File: config.mk
export PLATFORM = sky130hd
export DESIGN_NAME = arq_retransmit_tracker_core
export DESIGN_NICKNAME = d
export VERILOG_FILES = /design/src/design/arq_pkg.sv /design/src/design/arq_ctrl.sv /design/src/design/arq_dpath.sv /design/src/design/arq_retransmit_tracker_core.sv
export SDC_FILE = /design/constraint.sdc
export NUM_CORES = 2
export LEC_CHECK = 0
export BUFFER_PORTS_ARGS = -buffer_cell sky130_fd_sc_hd__buf_2
export CAP_MARGIN = 5
export CORE_MARGIN = 4
export CORE_UTILIZATION = 40
export CTS_BUF_LIST = sky130_fd_sc_hd__clkbuf_8
export CTS_CLUSTER_DIAMETER = 150
export DETAILED_ROUTE_END_ITERATION = 16
export GPL_TIMING_DRIVEN = 0
export PLACE_DENSITY = 0.57
export SETUP_SLACK_MARGIN = 0.15
export SKIP_CTS_REPAIR_TIMING = 1
export SYNTH_ARGS = -nofsm -noshare
export SYNTH_HDL_FRONTEND = slang
export SYNTH_SLANG_ARGS = --single-unit
File: constraint.sdc
create_clock -name clk -period 37.7 [get_ports clk]
set_input_delay 5.655 -clock clk [delete_from_list [all_inputs] [get_ports clk]]
set_output_delay 5.655 -clock clk [all_outputs]
set_load 0.02 [all_outputs]
File: src/design/arq_pkg.sv
// Shared types and constants for the retransmission tracker.
// Holds field widths, action and result codes, controller states and the
// command and status structs between the controller and the datapath.
package arq_pkg;

	localparam int ACT_W      = 2;
	localparam int TAG_W      = 16;
	localparam int FLAG_W     = 8;
	localparam int SEQ_W      = 32;
	localparam int RXLEN_W    = 12;
	localparam int KIND_W     = 3;
	localparam int LEN_W      = 11;
	localparam int TIME_W     = 32;
	localparam int TMO_W      = 8;
	localparam int LCALC_W    = 16;
	localparam int IN_DATA_W  = 72;
	localparam int OUT_DATA_W = 64;
	localparam int OUT_PAD_W  = OUT_DATA_W - SEQ_W - TAG_W - LEN_W;

	localparam int TMO_RESET        = 2;
	localparam int MAX_PACKET_BYTES = 2048;
	localparam int HEADER_BYTES     = 5;
	localparam int FLAG_ACK_BIT     = 0;

	typedef enum logic [ACT_W-1:0] {
		ACT_SEND = 2'd0,
		ACT_TICK = 2'd1,
		ACT_RX   = 2'd2
	} action_t;

	typedef enum logic [KIND_W-1:0] {
		KIND_ACCEPT   = 3'd0,
		KIND_REFUSE   = 3'd1,
		KIND_RETX     = 3'd2,
		KIND_ACKREPLY = 3'd3,
		KIND_DELIVER  = 3'd4
	} kind_t;

	typedef enum logic [1:0] {
		SRC_SEND     = 2'd0,
		SRC_ACKREPLY = 2'd1,
		SRC_DELIVER  = 2'd2,
		SRC_PEND     = 2'd3
	} src_t;

	typedef enum logic [3:0] {
		ST_IDLE,
		ST_DECODE,
		ST_SEND_SCAN,
		ST_SEND_EMIT,
		ST_ACK_SCAN,
		ST_RX_REPLY,
		ST_RX_DELIVER,
		ST_TICK_SCAN,
		ST_TICK_EVAL,
		ST_TICK_DUE,
		ST_TICK_FLUSH
	} state_t;

	typedef struct packed {
		logic item_load;
		logic scan_start;
		logic scan_run;
		logic time_inc;
		logic table_write;
		logic valid_clear;
		logic pass_advance;
		logic pend_capture;
		logic pend_clear;
		logic stamp_write;
		logic out_load;
		src_t out_src;
		logic out_last;
	} cmd_t;

	typedef struct packed {
		logic [ACT_W-1:0] action;
		logic             ack;
		logic             slot_free;
		logic             idx_last;
		logic             s1_vld;
		logic             s1_last;
		logic             ack_hit;
		logic             best_found;
		logic             best_due;
		logic             pend_valid;
		logic             out_free;
	} st_t;

endpackage

File: src/design/arq_ctrl.sv
// Controller state machine of the retransmission tracker.
// Depends on arq_pkg; drives datapath commands from datapath status.
module arq_ctrl (
	input  logic          clk,
	input  logic          arst_n,
	input  logic          s_tvalid,
	output logic          s_tready,
	input  arq_pkg::st_t  st,
	output arq_pkg::cmd_t cmd
);
	import arq_pkg::*;

	state_t state_q, state_d;

	always_ff @(posedge clk or negedge arst_n) begin
		if (!arst_n) begin
			state_q <= ST_IDLE;
		end else begin
			state_q <= state_d;
		end
	end

	always_comb begin
		state_d  = state_q;
		cmd      = '0;
		s_tready = 1'b0;
		unique case (state_q)
			ST_IDLE: begin
				s_tready = 1'b1;
				if (s_tvalid) begin
					cmd.item_load = 1'b1;
					state_d = ST_DECODE;
				end
			end
			ST_DECODE: begin
				cmd.scan_start = 1'b1;
				unique case (st.action)
					ACT_SEND: state_d = ST_SEND_SCAN;
					ACT_TICK: begin
						cmd.time_inc = 1'b1;
						state_d = ST_TICK_SCAN;
					end
					ACT_RX:   state_d = st.ack ? ST_ACK_SCAN : ST_RX_REPLY;
					default:  state_d = ST_IDLE;
				endcase
			end
			ST_SEND_SCAN: begin
				if (st.slot_free || st.idx_last) begin
					state_d = ST_SEND_EMIT;
				end else begin
					cmd.scan_run = 1'b1;
				end
			end
			ST_SEND_EMIT: begin
				if (st.out_free) begin
					cmd.out_load    = 1'b1;
					cmd.out_src     = SRC_SEND;
					cmd.out_last    = 1'b1;
					cmd.table_write = st.slot_free;
					state_d = ST_IDLE;
				end
			end
			ST_ACK_SCAN: begin
				cmd.scan_run = 1'b1;
				if (st.ack_hit) begin
					cmd.valid_clear = 1'b1;
					state_d = ST_IDLE;
				end else if (st.s1_vld && st.s1_last) begin
					state_d = ST_IDLE;
				end
			end
			ST_RX_REPLY: begin
				if (st.out_free) begin
					cmd.out_load = 1'b1;
					cmd.out_src  = SRC_ACKREPLY;
					state_d = ST_RX_DELIVER;
				end
			end
			ST_RX_DELIVER: begin
				if (st.out_free) begin
					cmd.out_load = 1'b1;
					cmd.out_src  = SRC_DELIVER;
					cmd.out_last = 1'b1;
					state_d = ST_IDLE;
				end
			end
			ST_TICK_SCAN: begin
				cmd.scan_run = 1'b1;
				if (st.s1_vld && st.s1_last) begin
					state_d = ST_TICK_EVAL;
				end
			end
			ST_TICK_EVAL: begin
				priority if (!st.best_found) begin
					state_d = ST_TICK_FLUSH;
				end else if (st.best_due) begin
					state_d = ST_TICK_DUE;
				end else begin
					cmd.pass_advance = 1'b1;
					state_d = ST_TICK_SCAN;
				end
			end
			ST_TICK_DUE: begin
				if (!st.pend_valid || st.out_free) begin
					cmd.out_load     = st.pend_valid;
					cmd.out_src      = SRC_PEND;
					cmd.pend_capture = 1'b1;
					cmd.stamp_write  = 1'b1;
					cmd.pass_advance = 1'b1;
					state_d = ST_TICK_SCAN;
				end
			end
			ST_TICK_FLUSH: begin
				priority if (!st.pend_valid) begin
					state_d = ST_IDLE;
				end else if (st.out_free) begin
					cmd.out_load   = 1'b1;
					cmd.out_src    = SRC_PEND;
					cmd.out_last   = 1'b1;
					cmd.pend_clear = 1'b1;
					state_d = ST_IDLE;
				end
			end
			default: state_d = ST_IDLE;
		endcase
	end

endmodule

File: src/design/arq_dpath.sv
// Datapath of the retransmission tracker: slot memories, valid bits,
// scan pipeline, oldest-first selection, timers and the output register.
// Depends on arq_pkg; commanded by arq_ctrl.
module arq_dpath #(
	parameter int TABLE_SLOTS = 16
) (
	input  logic                            clk,
	input  logic                            arst_n,
	input  logic                            cfg_we,
	input  logic [arq_pkg::TMO_W-1:0]       cfg_data,
	input  logic [arq_pkg::IN_DATA_W-1:0]   s_tdata,
	input  logic [arq_pkg::ACT_W-1:0]       s_tuser,
	output logic                            m_tvalid,
	input  logic                            m_tready,
	output logic [arq_pkg::OUT_DATA_W-1:0]  m_tdata,
	output logic [arq_pkg::KIND_W-1:0]      m_tuser,
	output logic                            m_tlast,
	input  arq_pkg::cmd_t                   cmd,
	output arq_pkg::st_t                    st
);
	import arq_pkg::*;

	localparam int unsigned IW = $clog2(TABLE_SLOTS);
	localparam logic [IW-1:0] LAST_IDX = IW'(TABLE_SLOTS - 1);

	logic [ACT_W-1:0]   act_q;
	logic [TAG_W-1:0]   tag_in_q;
	logic [FLAG_W-1:0]  flags_q;
	logic [SEQ_W-1:0]   rxseq_q;
	logic [RXLEN_W-1:0] rxlen_q;

	logic [TMO_W-1:0]   timeout_q;
	logic [SEQ_W-1:0]   next_seq_q;
	logic [TIME_W-1:0]  time_now_q;
	logic [TABLE_SLOTS-1:0] valid_q;

	logic [SEQ_W-1:0]  seq_mem   [TABLE_SLOTS];
	logic [TIME_W-1:0] stamp_mem [TABLE_SLOTS];
	logic [TAG_W-1:0]  tag_mem   [TABLE_SLOTS];

	logic [IW-1:0]     idx_q;
	logic              issued_all_q;
	logic              vld_s1;
	logic [IW-1:0]     idx_s1;
	logic [SEQ_W-1:0]  rd_seq_s1;
	logic [TIME_W-1:0] rd_stamp_s1;
	logic [TAG_W-1:0]  rd_tag_s1;

	logic              prev_valid_q;
	logic [SEQ_W-1:0]  prev_age_q;
	logic [IW-1:0]     prev_idx_q;
	logic              best_found_q;
	logic [SEQ_W-1:0]  best_age_q;
	logic [IW-1:0]     best_idx_q;
	logic [SEQ_W-1:0]  best_seq_q;
	logic [TIME_W-1:0] best_stamp_q;
	logic [TAG_W-1:0]  best_tag_q;

	logic              pend_valid_q;
	logic [SEQ_W-1:0]  pend_seq_q;
	logic [TAG_W-1:0]  pend_tag_q;

	logic              out_valid_q;
	kind_t             out_kind_q;
	logic [SEQ_W-1:0]  out_seq_q;
	logic [TAG_W-1:0]  out_tag_q;
	logic [LEN_W-1:0]  out_len_q;
	logic              out_last_q;

	logic              rd_en;
	logic              stamp_we;
	logic [IW-1:0]     stamp_addr;
	logic [SEQ_W-1:0]  age_c;
	logic              cand;
	logic              take;
	logic              slot_free;
	logic              out_free;
	logic [LCALC_W-1:0] len_ext;
	logic [LCALC_W-1:0] len_cap;
	logic [LCALC_W-1:0] len_pay;
	kind_t             ld_kind;
	logic [SEQ_W-1:0]  ld_seq;
	logic [TAG_W-1:0]  ld_tag;
	logic [LEN_W-1:0]  ld_len;

	assign rd_en      = cmd.scan_run && !issued_all_q;
	assign stamp_we   = cmd.table_write || cmd.stamp_write;
	assign stamp_addr = cmd.table_write ? idx_q : best_idx_q;
	assign slot_free  = !valid_q[idx_q];
	assign out_free   = !out_valid_q || m_tready;

	// Age grows with every send; ties between equal ages go to the lower slot.
	assign age_c = next_seq_q - rd_seq_s1;
	assign cand  = valid_q[idx_s1] && (!prev_valid_q || (age_c < prev_age_q) ||
		((age_c == prev_age_q) && (idx_s1 > prev_idx_q)));
	assign take  = cand && (!best_found_q || (age_c > best_age_q));

	always_ff @(posedge clk) begin
		if (cmd.item_load) begin
			act_q    <= s_tuser;
			tag_in_q <= s_tdata[15:0];
			flags_q  <= s_tdata[23:16];
			rxseq_q  <= s_tdata[55:24];
			rxlen_q  <= s_tdata[67:56];
		end
	end

	always_ff @(posedge clk or negedge arst_n) begin
		if (!arst_n) begin
			timeout_q  <= TMO_W'(TMO_RESET);
			next_seq_q <= '0;
			time_now_q <= '0;
			valid_q    <= '0;
		end else begin
			if (cfg_we) begin
				timeout_q <= cfg_data;
			end
			if (cmd.time_inc) begin
				time_now_q <= time_now_q + 1'b1;
			end
			if (cmd.table_write) begin
				next_seq_q     <= next_seq_q + 1'b1;
				valid_q[idx_q] <= 1'b1;
			end
			if (cmd.valid_clear) begin
				valid_q[idx_s1] <= 1'b0;
			end
		end
	end

	always_ff @(posedge clk) begin
		if (cmd.table_write) begin
			seq_mem[idx_q] <= next_seq_q;
			tag_mem[idx_q] <= tag_in_q;
		end
		if (stamp_we) begin
			stamp_mem[stamp_addr] <= time_now_q;
		end
		if (rd_en) begin
			rd_seq_s1   <= seq_mem[idx_q];
			rd_stamp_s1 <= stamp_mem[idx_q];
			rd_tag_s1   <= tag_mem[idx_q];
			idx_s1      <= idx_q;
		end
	end

	always_ff @(posedge clk or negedge arst_n) begin
		if (!arst_n) begin
			idx_q        <= '0;
			issued_all_q <= 1'b0;
			vld_s1       <= 1'b0;
			best_found_q <= 1'b0;
			prev_valid_q <= 1'b0;
			pend_valid_q <= 1'b0;
		end else begin
			if (cmd.scan_start || cmd.pass_advance) begin
				idx_q        <= '0;
				issued_all_q <= 1'b0;
				vld_s1       <= 1'b0;
				best_found_q <= 1'b0;
			end else begin
				vld_s1 <= rd_en;
				if (rd_en) begin
					if (idx_q == LAST_IDX) begin
						issued_all_q <= 1'b1;
					end else begin
						idx_q <= idx_q + 1'b1;
					end
				end
				if (vld_s1 && take) begin
					best_found_q <= 1'b1;
				end
			end
			if (cmd.scan_start) begin
				prev_valid_q <= 1'b0;
			end else if (cmd.pass_advance) begin
				prev_valid_q <= 1'b1;
			end
			if (cmd.scan_start || cmd.pend_clear) begin
				pend_valid_q <= 1'b0;
			end else if (cmd.pend_capture) begin
				pend_valid_q <= 1'b1;
			end
		end
	end

	always_ff @(posedge clk) begin
		if (vld_s1 && take) begin
			best_age_q   <= age_c;
			best_idx_q   <= idx_s1;
			best_seq_q   <= rd_seq_s1;
			best_stamp_q <= rd_stamp_s1;
			best_tag_q   <= rd_tag_s1;
		end
		if (cmd.pass_advance) begin
			prev_age_q <= best_age_q;
			prev_idx_q <= best_idx_q;
		end
		if (cmd.pend_capture) begin
			pend_seq_q <= best_seq_q;
			pend_tag_q <= best_tag_q;
		end
	end

	always_comb begin
		len_ext = LCALC_W'(rxlen_q);
		len_cap = (len_ext > LCALC_W'(MAX_PACKET_BYTES)) ? LCALC_W'(MAX_PACKET_BYTES) : len_ext;
		len_pay = (len_cap > LCALC_W'(HEADER_BYTES)) ? (len_cap - LCALC_W'(HEADER_BYTES)) : '0;
	end

	always_comb begin
		ld_kind = KIND_RETX;
		ld_seq  = pend_seq_q;
		ld_tag  = pend_tag_q;
		ld_len  = '0;
		unique case (cmd.out_src)
			SRC_SEND: begin
				ld_kind = slot_free ? KIND_ACCEPT : KIND_REFUSE;
				ld_seq  = slot_free ? next_seq_q : '0;
				ld_tag  = tag_in_q;
			end
			SRC_ACKREPLY: begin
				ld_kind = KIND_ACKREPLY;
				ld_seq  = rxseq_q;
				ld_tag  = '0;
			end
			SRC_DELIVER: begin
				ld_kind = KIND_DELIVER;
				ld_seq  = rxseq_q;
				ld_tag  = '0;
				ld_len  = len_pay[LEN_W-1:0];
			end
			SRC_PEND: begin
				ld_kind = KIND_RETX;
			end
		endcase
	end

	always_ff @(posedge clk or negedge arst_n) begin
		if (!arst_n) begin
			out_valid_q <= 1'b0;
		end else if (cmd.out_load) begin
			out_valid_q <= 1'b1;
		end else if (m_tready) begin
			out_valid_q <= 1'b0;
		end
	end

	always_ff @(posedge clk) begin
		if (cmd.out_load) begin
			out_kind_q <= ld_kind;
			out_seq_q  <= ld_seq;
			out_tag_q  <= ld_tag;
			out_len_q  <= ld_len;
			out_last_q <= cmd.out_last;
		end
	end

	assign m_tvalid = out_valid_q;
	assign m_tdata  = {{OUT_PAD_W{1'b0}}, out_len_q, out_tag_q, out_seq_q};
	assign m_tuser  = out_kind_q;
	assign m_tlast  = out_last_q;

	always_comb begin
		st            = '0;
		st.action     = act_q;
		st.ack        = flags_q[FLAG_ACK_BIT];
		st.slot_free  = slot_free;
		st.idx_last   = (idx_q == LAST_IDX);
		st.s1_vld     = vld_s1;
		st.s1_last    = (idx_s1 == LAST_IDX);
		st.ack_hit    = vld_s1 && valid_q[idx_s1] && (rd_seq_s1 == rxseq_q);
		st.best_found = best_found_q;
		st.best_due   = (time_now_q - best_stamp_q) > {{(TIME_W - TMO_W){1'b0}}, timeout_q};
		st.pend_valid = pend_valid_q;
		st.out_free   = out_free;
	end

endmodule

File: src/design/arq_retransmit_tracker_core.sv
// Top level of the retransmission tracker for a reliable datagram link.
// Depends on arq_pkg, arq_ctrl and arq_dpath.
//
// Channel  Dir  Handshake          Contents
// s_*      in   s_tvalid/s_tready  tuser: action; tdata: send_tag, rx_flags, rx_seq, rx_length
// m_*      out  m_tvalid/m_tready  tuser: kind; tdata: seq, tag, payload_length; tlast: last
// cfg_*    in   cfg_we             cfg_data: retransmit_timeout
//
// One item at a time is taken; slots are read one per cycle.
// Send scans for a free slot; acknowledge scans to its match or the last slot; a data
// packet gives a reply, then a delivery; a tick makes a pass per valid slot, oldest first.
// Reset clears the valid bits at once; there is no clearing pass.
// A stalled output holds the word in place and delays the results after it.
module arq_retransmit_tracker_core #(
	parameter int TABLE_SLOTS = 16
) (
	input  logic                            clk,
	input  logic                            arst_n,
	input  logic                            cfg_we,
	input  logic [arq_pkg::TMO_W-1:0]       cfg_data,
	input  logic                            s_tvalid,
	output logic                            s_tready,
	// From bit 0: send_tag[15:0], rx_flags[23:16], rx_seq[55:24], rx_length[67:56], zeros.
	input  logic [arq_pkg::IN_DATA_W-1:0]   s_tdata,
	// From bit 0: action[1:0].
	input  logic [arq_pkg::ACT_W-1:0]       s_tuser,
	output logic                            m_tvalid,
	input  logic                            m_tready,
	// From bit 0: seq[31:0], tag[47:32], payload_length[58:48], zeros.
	output logic [arq_pkg::OUT_DATA_W-1:0]  m_tdata,
	// From bit 0: kind[2:0].
	output logic [arq_pkg::KIND_W-1:0]      m_tuser,
	output logic                            m_tlast
);
	import arq_pkg::*;

	cmd_t cmd;
	st_t  st;

	arq_ctrl u_ctrl (
		.clk      (clk),
		.arst_n   (arst_n),
		.s_tvalid (s_tvalid),
		.s_tready (s_tready),
		.st       (st),
		.cmd      (cmd)
	);

	arq_dpath #(
		.TABLE_SLOTS (TABLE_SLOTS)
	) u_dpath (
		.clk      (clk),
		.arst_n   (arst_n),
		.cfg_we   (cfg_we),
		.cfg_data (cfg_data),
		.s_tdata  (s_tdata),
		.s_tuser  (s_tuser),
		.m_tvalid (m_tvalid),
		.m_tready (m_tready),
		.m_tdata  (m_tdata),
		.m_tuser  (m_tuser),
		.m_tlast  (m_tlast),
		.cmd      (cmd),
		.st       (st)
	);

endmodule

==> impl_metrics.yaml <==
status:
  status: "finished, final reports clean"
place:
  dp_cells: 6374
  gp_congestion: 0.848
  place_area_um2: 78000
  portBuffers: 140
  hpwl_mm: 123
routing:
  dr_total_vias: 38000
  dr.pass1.iters: 5
  via_per_inst: 5.49
  wl_per_cell_um: 26.8
  ant_nets: 0
  wirelength_mm: 186
  drc: 0
  initialDrtViolationCount: 3624
synthesis:
  synthFlopType: "edfxtp_1"
  syn_area_um2: 72500
  syn_area_per_cell_um2: 19.2
  synth.distinct_cells: 77
  yosysSeqAreaShare_pct: 73.6
  async_flop_share_pct: 5.69
  synth_cells: 3782
  synth_warnings: 0
  synth_area_leaders: "edfxtp_1 70%, mux4_2 13%, dfrtp_1 3.5%"
  yosysTopAreaCellShare_pct: 70.0
  synth_edf_count: 1690
  synth_top_area_cell: "edfxtp_1"
  synth-seq-cells: 1792
timing:
  fmax_mhz: 116
  finalHoldViolations: 0
  setup_viol: 0
  tightestPinTransition_ns: 1.27
  fin_crit_ns: 8.62
  finClkSkew_ns: 0.117
  slew_headroom_pct: 15.1
  fin_crit_sh_pct: 22.9
  rsz0062_at_grt: "no"
  maxSlewViolCount: 0
  whs_ns: 0.353
  totalNegativeSetupSlack_ns: 0
critical_path:
  crit_type: "primary input to flip-flop"
  crit_path_end_kind: "flip-flop"
  cp_data_arrival_time_ns: 9.38
  start_kind: "primary input"
  cp_max_fo: 10
  crit_required_ns: 38.46
clocking:
  cts_buffers: 314
  cts_tree: "done"
  path_clk_slew_ns: 0.06
  cts_htree_levels: 5
  cts_root_buf: "clkbuf_8"
  clk-insertion-delay-late_ns: 1.02
  clockBufferDepth: 4
  cts.sinks: 1792
die:
  dieArea_um2: 188000
  design.portCount: 157
  fp.dieH_um: 434
  rows: 155
  core_area_um2: 179000
  die_x_um: 434
  initial_core_util_pct: 40.4
grt:
  grt_usage_pct: 19.8
  grt_max_degree: 57
  antenna_found_initial: 3
  grt_pass1_vias: 39200
  overflow: 0
  grt_pass1_wl_mm: 270
finish:
  postLayoutCellArea_um2: 83600
  drive_gt1_share_pct: 23.9
  final_common_cell: "edfxtp_1"
  area_growth_pct: 15.4
  fin_nets: 4584
  instances_no_fill: 6923
  final_cell_mix: "1690 x edfxtp_1, 410 x mux4_2, 338 x clkbuf_8, 280 x inv_1, 155 x ha_1"
power_and_ir_drop:
  cellPowerDensity_nw_per_um2: 62.9
  peakVddDrop_v: 0.0000351
  leakagePower_nw: 28.1
  total_power_w: 0.00526
run:
  maxCapViolCount: 0
worst_hold_path:
  hp-class: "flip-flop to flip-flop"
layout make-up:
cell class / count / area, um^2
Antenna cell: 9 / 22.5
Clock buffer: 338 / 4650
Inverter: 178 / 668
Multi-Input combinational cell: 1669 / 18200
Buffer: 147 / 586
Tap cell: 2355 / 2950
Timing Repair Buffer: 238 / 2390
Fill cell: 15200 / 95600
Sequential cell: 1792 / 53300
Clock inverter: 197 / 907
worst paths after layout:
kind | slack [ns] | from | depth (start not counted) | to
max in group asynchronous | 32.28 | arst_n | 2 | u_dpath.timeout_q[5]
max | 29.08 | m_tready | 13 | u_dpath.out_seq_q[2]
min reg2reg | 0.35 | u_dpath.rd_stamp_s1[18] | 0 | u_dpath.best_stamp_q[18]
max reg2reg | 29.91 | u_dpath.next_seq_q[0] | 27 | u_dpath.best_stamp_q[21]
min in group asynchronous | 4.61 | arst_n | 1 | u_dpath.next_seq_q[8]
min | 0.35 | u_dpath.rd_stamp_s1[18] | 0 | u_dpath.best_stamp_q[18]
synthesized netlist by cell type (all sizes together), types with 5 or more instances:
master  number
nand3       42
and4         5
o211ai      13
and3        19
ha         155
o22a         7
a21o        46
nor2       129
edfxtp    1690
xnor2       77
dfrtp      101
nand2      146
a21oi      101
nand3b       6
clkbuf     117
nand2b      18
nand4       46
o21ai       87
inv        176
a41oi        6
nor3        39
mux4       410
and2         8
o31ai        5
or3          8
a22oi       36
buf         30
or2          6
nor2b       25
o21a        26
xor2        68
a22o        16
a31oi       14
nor4        21
a211oi      13
layer usage:
metal,wire length (um),vias up,track usage [%]
li1,-,16400,-
met1,79600,20000,27.2
met2,90800,1299,32.6
met3,10300,323,3.25
met4,4890,0,5.75
met5,0,-,0
metrics by stage:
step           utilization (%)  worst slack [ns]
2_1_floorplan                -             24.69
3_3_place_gp              42.5             15.17
3_5_place_dp              43.5             28.11
4_1_cts                   46.6             29.21
5_1_grt                   46.7             28.98
6_report                  46.7             29.08
registers in the layout (all words and copies together) (netlist names), 12 cells and up:
signal and count:
u_dpath.time_now_q 32, u_dpath.tag_mem 256, u_dpath.out_seq_q 32, u_dpath.seq_mem 512
u_dpath.best_tag_q 16, u_dpath.rxlen_q 12, u_dpath.pend_seq_q 32, u_dpath.rd_seq_s1 32
u_dpath.prev_age_q 32, u_dpath.tag_in_q 16, u_dpath.pend_tag_q 16, u_dpath.rd_tag_s1 16
u_dpath.best_seq_q 32, u_dpath.out_tag_q 16, u_dpath.rxseq_q 32, u_dpath.stamp_mem 512
u_dpath.next_seq_q 32, u_dpath.best_age_q 32, u_dpath.rd_stamp_s1 32, u_dpath.valid_q 16
u_dpath.best_stamp_q 32
power breakdown:
group / total [W] / internal [W] / switching [W]
logic: 0.00113 / 0.000471 / 0.000655
clock network: 0.00161 / 0.000847 / 0.000767
registers: 0.00252 / 0.00239 / 0.000133
worst max-delay path, stage by stage:
cell and delay (ns):
buf_2 0.10, nor2b_1 0.10, clkbuf_1 0.42, nand2_1 0.11, nand2_1 0.07, o21ai_0 0.08, a32oi_1 0.41, ha_1 0.80
nor2b_1 0.24, clkbuf_1 0.34, clkbuf_1 0.47, a22oi_1 0.17, o21ai_0 0.39
cells by family after synthesis:
group	after synthesis	share of synthesized area (%)
XOR/XNOR	145	1.75
other	1	0.00518
AND/OR/NAND/NOR	528	3.59
flip-flops	1792	73.6
buffers and inverters	325	1.72
multiplexers	415	12.8
AO/OA/AOI/OAI	419	3.81
adder cells (fa/ha/maj)	157	2.73
Note: power is estimated with default switching activity, not from simulation.
